## src/hdl/fsq_pkg.sv

```systemverilog
package fsq_pkg;

    localparam int DEPTH_DEF        = 16;
    localparam int KEY_BITS_DEF     = 16;
    localparam int PAYLOAD_BITS_DEF = 16;

    typedef enum logic [1:0] {
        OP_PUSH_TAIL = 2'd0,
        OP_PUSH_ORD  = 2'd1,
        OP_POP       = 2'd2,
        OP_READ      = 2'd3
    } t_op;

    typedef enum logic [1:0] {
        ST_OK    = 2'd0,
        ST_FULL  = 2'd1,
        ST_EMPTY = 2'd2
    } t_status;

    // broadcast to every cell, already gated by accept and full/empty
    typedef struct packed {
        logic push_tail;
        logic push_ord;
        logic pop;
    } t_cell_ctl;

endpackage

```

## src/hdl/fsq_cell.sv

```systemverilog
module fsq_cell
    import fsq_pkg::*;
#(
    parameter int KEY_BITS     = KEY_BITS_DEF,
    parameter int PAYLOAD_BITS = PAYLOAD_BITS_DEF
) (
    input  logic                    i_clk,
    input  logic                    i_rst_n,
    input  t_cell_ctl               i_ctl,
    input  logic [KEY_BITS-1:0]     i_key,
    input  logic [PAYLOAD_BITS-1:0] i_payload,
    input  logic                    i_found,
    input  logic                    i_left_occ,
    input  logic [KEY_BITS-1:0]     i_left_key,
    input  logic [PAYLOAD_BITS-1:0] i_left_payload,
    input  logic                    i_right_occ,
    input  logic [KEY_BITS-1:0]     i_right_key,
    input  logic [PAYLOAD_BITS-1:0] i_right_payload,
    output logic                    o_found,
    output logic                    o_occ,
    output logic [KEY_BITS-1:0]     o_key,
    output logic [PAYLOAD_BITS-1:0] o_payload
);

    logic                    r_occ;
    logic [KEY_BITS-1:0]     r_key;
    logic [PAYLOAD_BITS-1:0] r_payload;
    logic                    n_occ;
    logic [KEY_BITS-1:0]     n_key;
    logic [PAYLOAD_BITS-1:0] n_payload;
    logic                    gt;
    logic                    at_tail;

    assign gt      = r_occ && (i_key < r_key);
    assign at_tail = !r_occ && i_left_occ;
    assign o_found = i_found || gt;

    always_comb begin
        n_occ     = r_occ;
        n_key     = r_key;
        n_payload = r_payload;
        if (i_ctl.push_tail) begin
            n_occ = r_occ || i_left_occ;
            if (at_tail) begin
                n_key     = i_key;
                n_payload = i_payload;
            end
        end else if (i_ctl.push_ord) begin
            n_occ = r_occ || i_left_occ;
            if (i_found) begin
                if (r_occ || i_left_occ) begin
                    n_key     = i_left_key;
                    n_payload = i_left_payload;
                end
            end else if (gt || at_tail) begin
                n_key     = i_key;
                n_payload = i_payload;
            end
        end else if (i_ctl.pop) begin
            n_occ     = i_right_occ;
            n_key     = i_right_key;
            n_payload = i_right_payload;
        end
    end

    always_ff @(posedge i_clk) begin
        if (!i_rst_n) begin
            r_occ <= 1'b0;
        end else begin
            r_occ <= n_occ;
        end
        r_key     <= n_key;
        r_payload <= n_payload;
    end

    assign o_occ     = r_occ;
    assign o_key     = r_key;
    assign o_payload = r_payload;

endmodule

```

## src/hdl/fifo_and_sorted_insert_queue_unit.sv

```systemverilog
// The result of an accepted item is registered in the output register.
// Throughput: one item per cycle while o_ready is high; every cell shifts, loads or holds in the same
// cycle, and the ordered-push position ripples through the cell found chain.
// Reset: synchronous, active low; clears the occupancy bits, the count and the
// output valid. Stored keys and payloads are not reset.
module fifo_and_sorted_insert_queue_unit
    import fsq_pkg::*;
#(
    parameter int DEPTH        = DEPTH_DEF,
    parameter int KEY_BITS     = KEY_BITS_DEF,
    parameter int PAYLOAD_BITS = PAYLOAD_BITS_DEF,
    localparam int CW          = $clog2(DEPTH + 1)
) (
    input  logic                    i_clk,
    input  logic                    i_rst_n,
    input  logic                    i_valid,
    output logic                    o_ready,
    input  logic [1:0]              i_op,
    input  logic [KEY_BITS-1:0]     i_key,
    input  logic [PAYLOAD_BITS-1:0] i_payload,
    output logic                    o_valid,
    input  logic                    i_ready,
    output logic                    o_job_valid,
    output logic [KEY_BITS-1:0]     o_job_key,
    output logic [PAYLOAD_BITS-1:0] o_job_payload,
    output logic [CW-1:0]           o_entries,
    output logic                    o_is_empty,
    output logic [1:0]              o_status
);

    logic [DEPTH-1:0]        occ;
    logic [DEPTH-1:0]        found;
    logic [KEY_BITS-1:0]     cell_key [DEPTH];
    logic [PAYLOAD_BITS-1:0] cell_pay [DEPTH];

    t_op       op;
    t_cell_ctl ctl;
    logic      accept;
    logic      full;
    logic      empty;

    logic                    r_out_valid;
    logic                    r_job_valid;
    logic [KEY_BITS-1:0]     r_job_key;
    logic [PAYLOAD_BITS-1:0] r_job_payload;
    logic [CW-1:0]           r_count;
    t_status                 r_status;

    logic                    n_job_valid;
    logic [KEY_BITS-1:0]     n_job_key;
    logic [PAYLOAD_BITS-1:0] n_job_payload;
    logic [CW-1:0]           n_count;
    t_status                 n_status;

    assign op      = t_op'(i_op);
    assign o_ready = !r_out_valid || i_ready;
    assign accept  = i_valid && o_ready;
    assign full    = occ[DEPTH-1];
    assign empty   = !occ[0];

    assign ctl.push_tail = accept && (op == OP_PUSH_TAIL) && !full;
    assign ctl.push_ord  = accept && (op == OP_PUSH_ORD) && !full;
    assign ctl.pop       = accept && (op == OP_POP) && !empty;

    for (genvar g = 0; g < DEPTH; g++) begin : g_cell
        logic                    left_occ;
        logic                    left_found;
        logic [KEY_BITS-1:0]     left_key;
        logic [PAYLOAD_BITS-1:0] left_pay;
        logic                    right_occ;
        logic [KEY_BITS-1:0]     right_key;
        logic [PAYLOAD_BITS-1:0] right_pay;

        if (g == 0) begin : g_head
            assign left_occ   = 1'b1;
            assign left_found = 1'b0;
            assign left_key   = '0;
            assign left_pay   = '0;
        end else begin : g_mid
            assign left_occ   = occ[g-1];
            assign left_found = found[g-1];
            assign left_key   = cell_key[g-1];
            assign left_pay   = cell_pay[g-1];
        end

        if (g == DEPTH - 1) begin : g_last
            assign right_occ = 1'b0;
            assign right_key = '0;
            assign right_pay = '0;
        end else begin : g_inner
            assign right_occ = occ[g+1];
            assign right_key = cell_key[g+1];
            assign right_pay = cell_pay[g+1];
        end

        fsq_cell #(
            .KEY_BITS    (KEY_BITS),
            .PAYLOAD_BITS(PAYLOAD_BITS)
        ) u_cell (
            .i_clk          (i_clk),
            .i_rst_n        (i_rst_n),
            .i_ctl          (ctl),
            .i_key          (i_key),
            .i_payload      (i_payload),
            .i_found        (left_found),
            .i_left_occ     (left_occ),
            .i_left_key     (left_key),
            .i_left_payload (left_pay),
            .i_right_occ    (right_occ),
            .i_right_key    (right_key),
            .i_right_payload(right_pay),
            .o_found        (found[g]),
            .o_occ          (occ[g]),
            .o_key          (cell_key[g]),
            .o_payload      (cell_pay[g])
        );
    end

    always_comb begin
        n_job_valid   = 1'b0;
        n_job_key     = '0;
        n_job_payload = '0;
        n_count       = r_count;
        n_status      = ST_OK;
        case (op)
            OP_PUSH_TAIL, OP_PUSH_ORD: begin
                if (full) begin
                    n_status = ST_FULL;
                end else begin
                    n_count = r_count + CW'(1);
                end
            end
            default: begin
                if (empty) begin
                    n_status = ST_EMPTY;
                end else begin
                    n_job_valid   = 1'b1;
                    n_job_key     = cell_key[0];
                    n_job_payload = cell_pay[0];
                    if (op == OP_POP) begin
                        n_count = r_count - CW'(1);
                    end
                end
            end
        endcase
    end

    always_ff @(posedge i_clk) begin
        if (!i_rst_n) begin
            r_out_valid <= 1'b0;
            r_count     <= '0;
        end else begin
            if (accept) begin
                r_out_valid <= 1'b1;
                r_count     <= n_count;
            end else if (i_ready) begin
                r_out_valid <= 1'b0;
            end
        end
        if (accept) begin
            r_job_valid   <= n_job_valid;
            r_job_key     <= n_job_key;
            r_job_payload <= n_job_payload;
            r_status      <= n_status;
        end
    end

    assign o_valid       = r_out_valid;
    assign o_job_valid   = r_job_valid;
    assign o_job_key     = r_job_key;
    assign o_job_payload = r_job_payload;
    assign o_entries     = r_count;
    assign o_is_empty    = (r_count == '0);
    assign o_status      = r_status;

`ifndef NO_ASSERTIONS
    a_count_matches_occ: assert property (@(posedge i_clk) disable iff (!i_rst_n)
        $countones(occ) == int'(r_count))
        else $error("count differs from occupied cells");

    a_occ_contiguous: assert property (@(posedge i_clk) disable iff (!i_rst_n)
        ((occ + DEPTH'(1)) & occ) == '0)
        else $error("occupied cells not contiguous from head");

    a_pop_decrements: assert property (@(posedge i_clk) disable iff (!i_rst_n)
        ctl.pop |=> (r_count == $past(r_count) - CW'(1)))
        else $error("pop did not decrement count");

    a_refused_push_holds: assert property (@(posedge i_clk) disable iff (!i_rst_n)
        (accept && full && (op == OP_PUSH_TAIL || op == OP_PUSH_ORD))
            |=> ($stable(occ) && r_status == ST_FULL))
        else $error("refused push changed the queue");
`endif

endmodule

```

## config.mk

```make
export PLATFORM = sky130hd
export DESIGN_NAME = fifo_and_sorted_insert_queue_unit
export DESIGN_NICKNAME = d
export VERILOG_FILES = /design/src/hdl/fsq_pkg.sv /design/src/hdl/fsq_cell.sv /design/src/hdl/fifo_and_sorted_insert_queue_unit.sv
export SDC_FILE = /design/constraint.sdc
export NUM_CORES = 2
export LEC_CHECK = 0
export BUFFER_PORTS_ARGS = -buffer_cell sky130_fd_sc_hd__buf_4
export CAP_MARGIN = 30
export CELL_PAD_IN_SITES_DETAIL_PLACEMENT = 0
export CELL_PAD_IN_SITES_GLOBAL_PLACEMENT = 1
export CORE_MARGIN = 2
export CORE_UTILIZATION = 49
export CTS_CLUSTER_SIZE = 16
export DETAILED_ROUTE_END_ITERATION = 8
export PLACE_DENSITY = 0.78
export RECOVER_POWER = 25
export SYNTH_ARGS = -nofsm -noshare
export SYNTH_HDL_FRONTEND = slang
export SYNTH_HIERARCHICAL = 1
export SYNTH_SLANG_ARGS = --single-unit
```

## constraint.sdc

```tcl
create_clock -name i_clk -period 15.6 [get_ports i_clk]
set_input_delay 3.12 -clock i_clk [delete_from_list [all_inputs] [get_ports i_clk]]
set_output_delay 3.12 -clock i_clk [all_outputs]
set_load 0.005 [all_outputs]
```

==> impl_results.md <==
- Outcome: complete, but fails checks
- Failing checks: max-capacitance violations, max-slew violations
- Largest net degree at the start of global routing: 155
- Worst-Margin Slew: 5.580 ns
- Pre-CTS WS: 4.840 ns
- DRT Pass-1 Iters: 6
- WP data arrival: 12.45 ns
- Peak VDD IR: 0.07004 mV
- Final wirelength: 136400 um
- CP endpoint kind: flip-flop
- Filler cells: 7671
- CP Max Fanout: 112
- Hold Path Stages: 2
- Internal power: 0.002973 W
- Leak: 16.48 nW
- Logic pwr share: 19.9%
- Clock power share: 36.3%
- Initial detailed-routing violation count: 3407
- Final period util: 78.44%
- Routability Congestion: 0.8572
- Via density: 6.383
- H-tree depth reported by CTS: 3
- Clk Latency, worst-skew pair: 0.63 ns
- Fin. Hold Viols: 0
- P&R area growth vs syn: 9.617%
- Max_cap viols: 15
- Final min period: 12.24 ns
- Core footprint: 78870 um2
- Metal2 WL: 66150 um
- Sw frac: 31.27%
- Final HPWL DP: 89620 um
- Root Driver: clkbuf_16
- Die height: 285.9 um
- Req. time, crit path: 15.82 ns
- Fmax: 0.08172 GHz
- Reg2Reg Launch Point: o_valid
- Crit Path Category: in -> reg
- Placed Area: 40730 um2
- Slack of the critical path: 3.363 ns
- Met3 wire length: 9392 um
- Vias: 36420
- Post_cts resized: 0
- P per Cell Area: 101.3 nW/um2
- Setup violators final: 0
- Antenna violations before repair: 2
- First-pass GRT wire length: 207700 um
- Syn_area_per_cell: 8.379 um2
- Worst R2R Path Depth: 9
- HP Class: reg -> reg
- Setup Buffers After CTS: 0
- Hold Crit Start: o_entries[4]
- Post-DRT Antenna Nets: 0
- Final net count: 4882
- Drt wl/cell: 23.91 um
- CTS tree: done
- Seq pwr share: 43.8%
- Yosys warns: 6
- Worst Setup SP: i_op[1]
- Grt total ovfl: 0
- Port bufs: 80
- DR top layer: met4
- Mapped cell area: 38950 um2
- Worst Skew: 0.01767 ns
- Share of cells above drive strength 1: 6.853%
- Width of the die: 285.9 um
- Setup TNS: 0 ns
- Setup crit start kind: input pin
- Vias in the first global route: 35550
- Relative slew slack: -272.0%
- Die area: 81760 um2
- Switching power: 0.001352 W
- CTS sink count: 569
- Remaining DRCs: 0
- Starting Density: 49.39%
- GR Util All Layers: 32.39%
- Clock slew at reported path FFs: 0.06 ns
- Num CTS Buffers: 70
- Longest Clk Path Bufs: 3
- Final count of pins violating max slew: 650
- Final instance area: 42700 um2
- Row Count: 103
- I/O pins: 81
- M1 WL: 55420 um
- Hold-fix buffers, CTS: 0
- RSZ-0062 raised after global routing: false
- Cells after Synth: 4649
-- state kept, by name, indices dropped and copies added (netlist names), 2 cells and up --
name,count
o_job_payload,16
o_status,2
o_job_key,16
g_cell.u_cell/o_occ,16
g_cell.u_cell/o_key,256
g_cell.u_cell/o_payload,256
o_entries,5
-- final cells by class --
type	instances	area, um2	share of cell area, %
flip-flops and latches	569	16870	39.50
well taps	1050	1314	3.077
multi-input cells	3500	19850	46.48
inverters	289	1085	2.541
repair buffers	172	1446	3.387
diodes	1	2.502	0.005861
clock inverters	29	237.7	0.5568
clock buffers	96	1901	4.451
-- power by group through the flow --
stage / Sequential, W / Combinational [W] / Clock, W
floorplan: 0.00189 / 0.000569 / 0
global placement: 0.00193 / 0.000820 / 0
detailed placement: 0.00193 / 0.000845 / 0
CTS: 0.00190 / 0.000849 / 0.00159
global route: 0.00190 / 0.000955 / 0.00165
finish: 0.00190 / 0.000860 / 0.00157
-- cells in the final DEF, fill, tap and decap left out, drive strengths merged, types with 16 or more instances in the layout --
cell     instances
a2111oi         16
a21oi          626
a31oi           25
and3            34
buf            115
clkbuf         153
clkinv          43
conb            72
dfxtp           22
edfxtp         547
ha             242
inv            273
nand2          595
nand2b          40
nand3           37
nand4           30
nor2           531
nor2b           20
nor3            34
nor4            18
o21ai          541
o221ai          23
o22ai          528
or2             16
-- worst max-delay path: stages --
cell	delay [ns]
clkbuf_1	0.64
nor4_1	0.46
clkbuf_1	3.91
or2_1	0.33
clkbuf_1	1.37
o221ai_1	0.29
a31oi_1	0.92
clkbuf_1	1.30
-- layer usage --
| layer | GRT usage [%] | vias to the layer above |
|---|---|---|
| li1 | - | 16830 |
| met1 | 41.74 | 17740 |
| met4 | 13.89 | 0 |
| met5 | 0 | - |
| met3 | 4.545 | 359 |
| met2 | 54.53 | 1495 |
-- path summary, 6_finish.rpt --
path | endpoint | slack, ns
worst max-delay path | g_cell[0].u_cell/o_payload[1] | 3.36
worst min-delay path | o_entries[4] | 0.50
worst max register to register | g_cell[0].u_cell/o_payload[1] | 6.25
worst min register to register | o_entries[4] | 0.50
-- per-stage QoR --
step	util [%]	cells	hold slack, ns	total power [W]
6_report	54.14	5706	0.4993	0.004325
5_1_grt	54.13	5705	0.5324	0.004508
4_1_cts	54.35	5705	0.4926	0.004333
3_5_place_dp	51.64	5580	0.4843	0.002771
3_3_place_gp	51.26	5568	0.4874	0.002748
2_1_floorplan	-	4719	0.4769	0.002456
No activity file was read; power rests on OpenSTA's default activity.
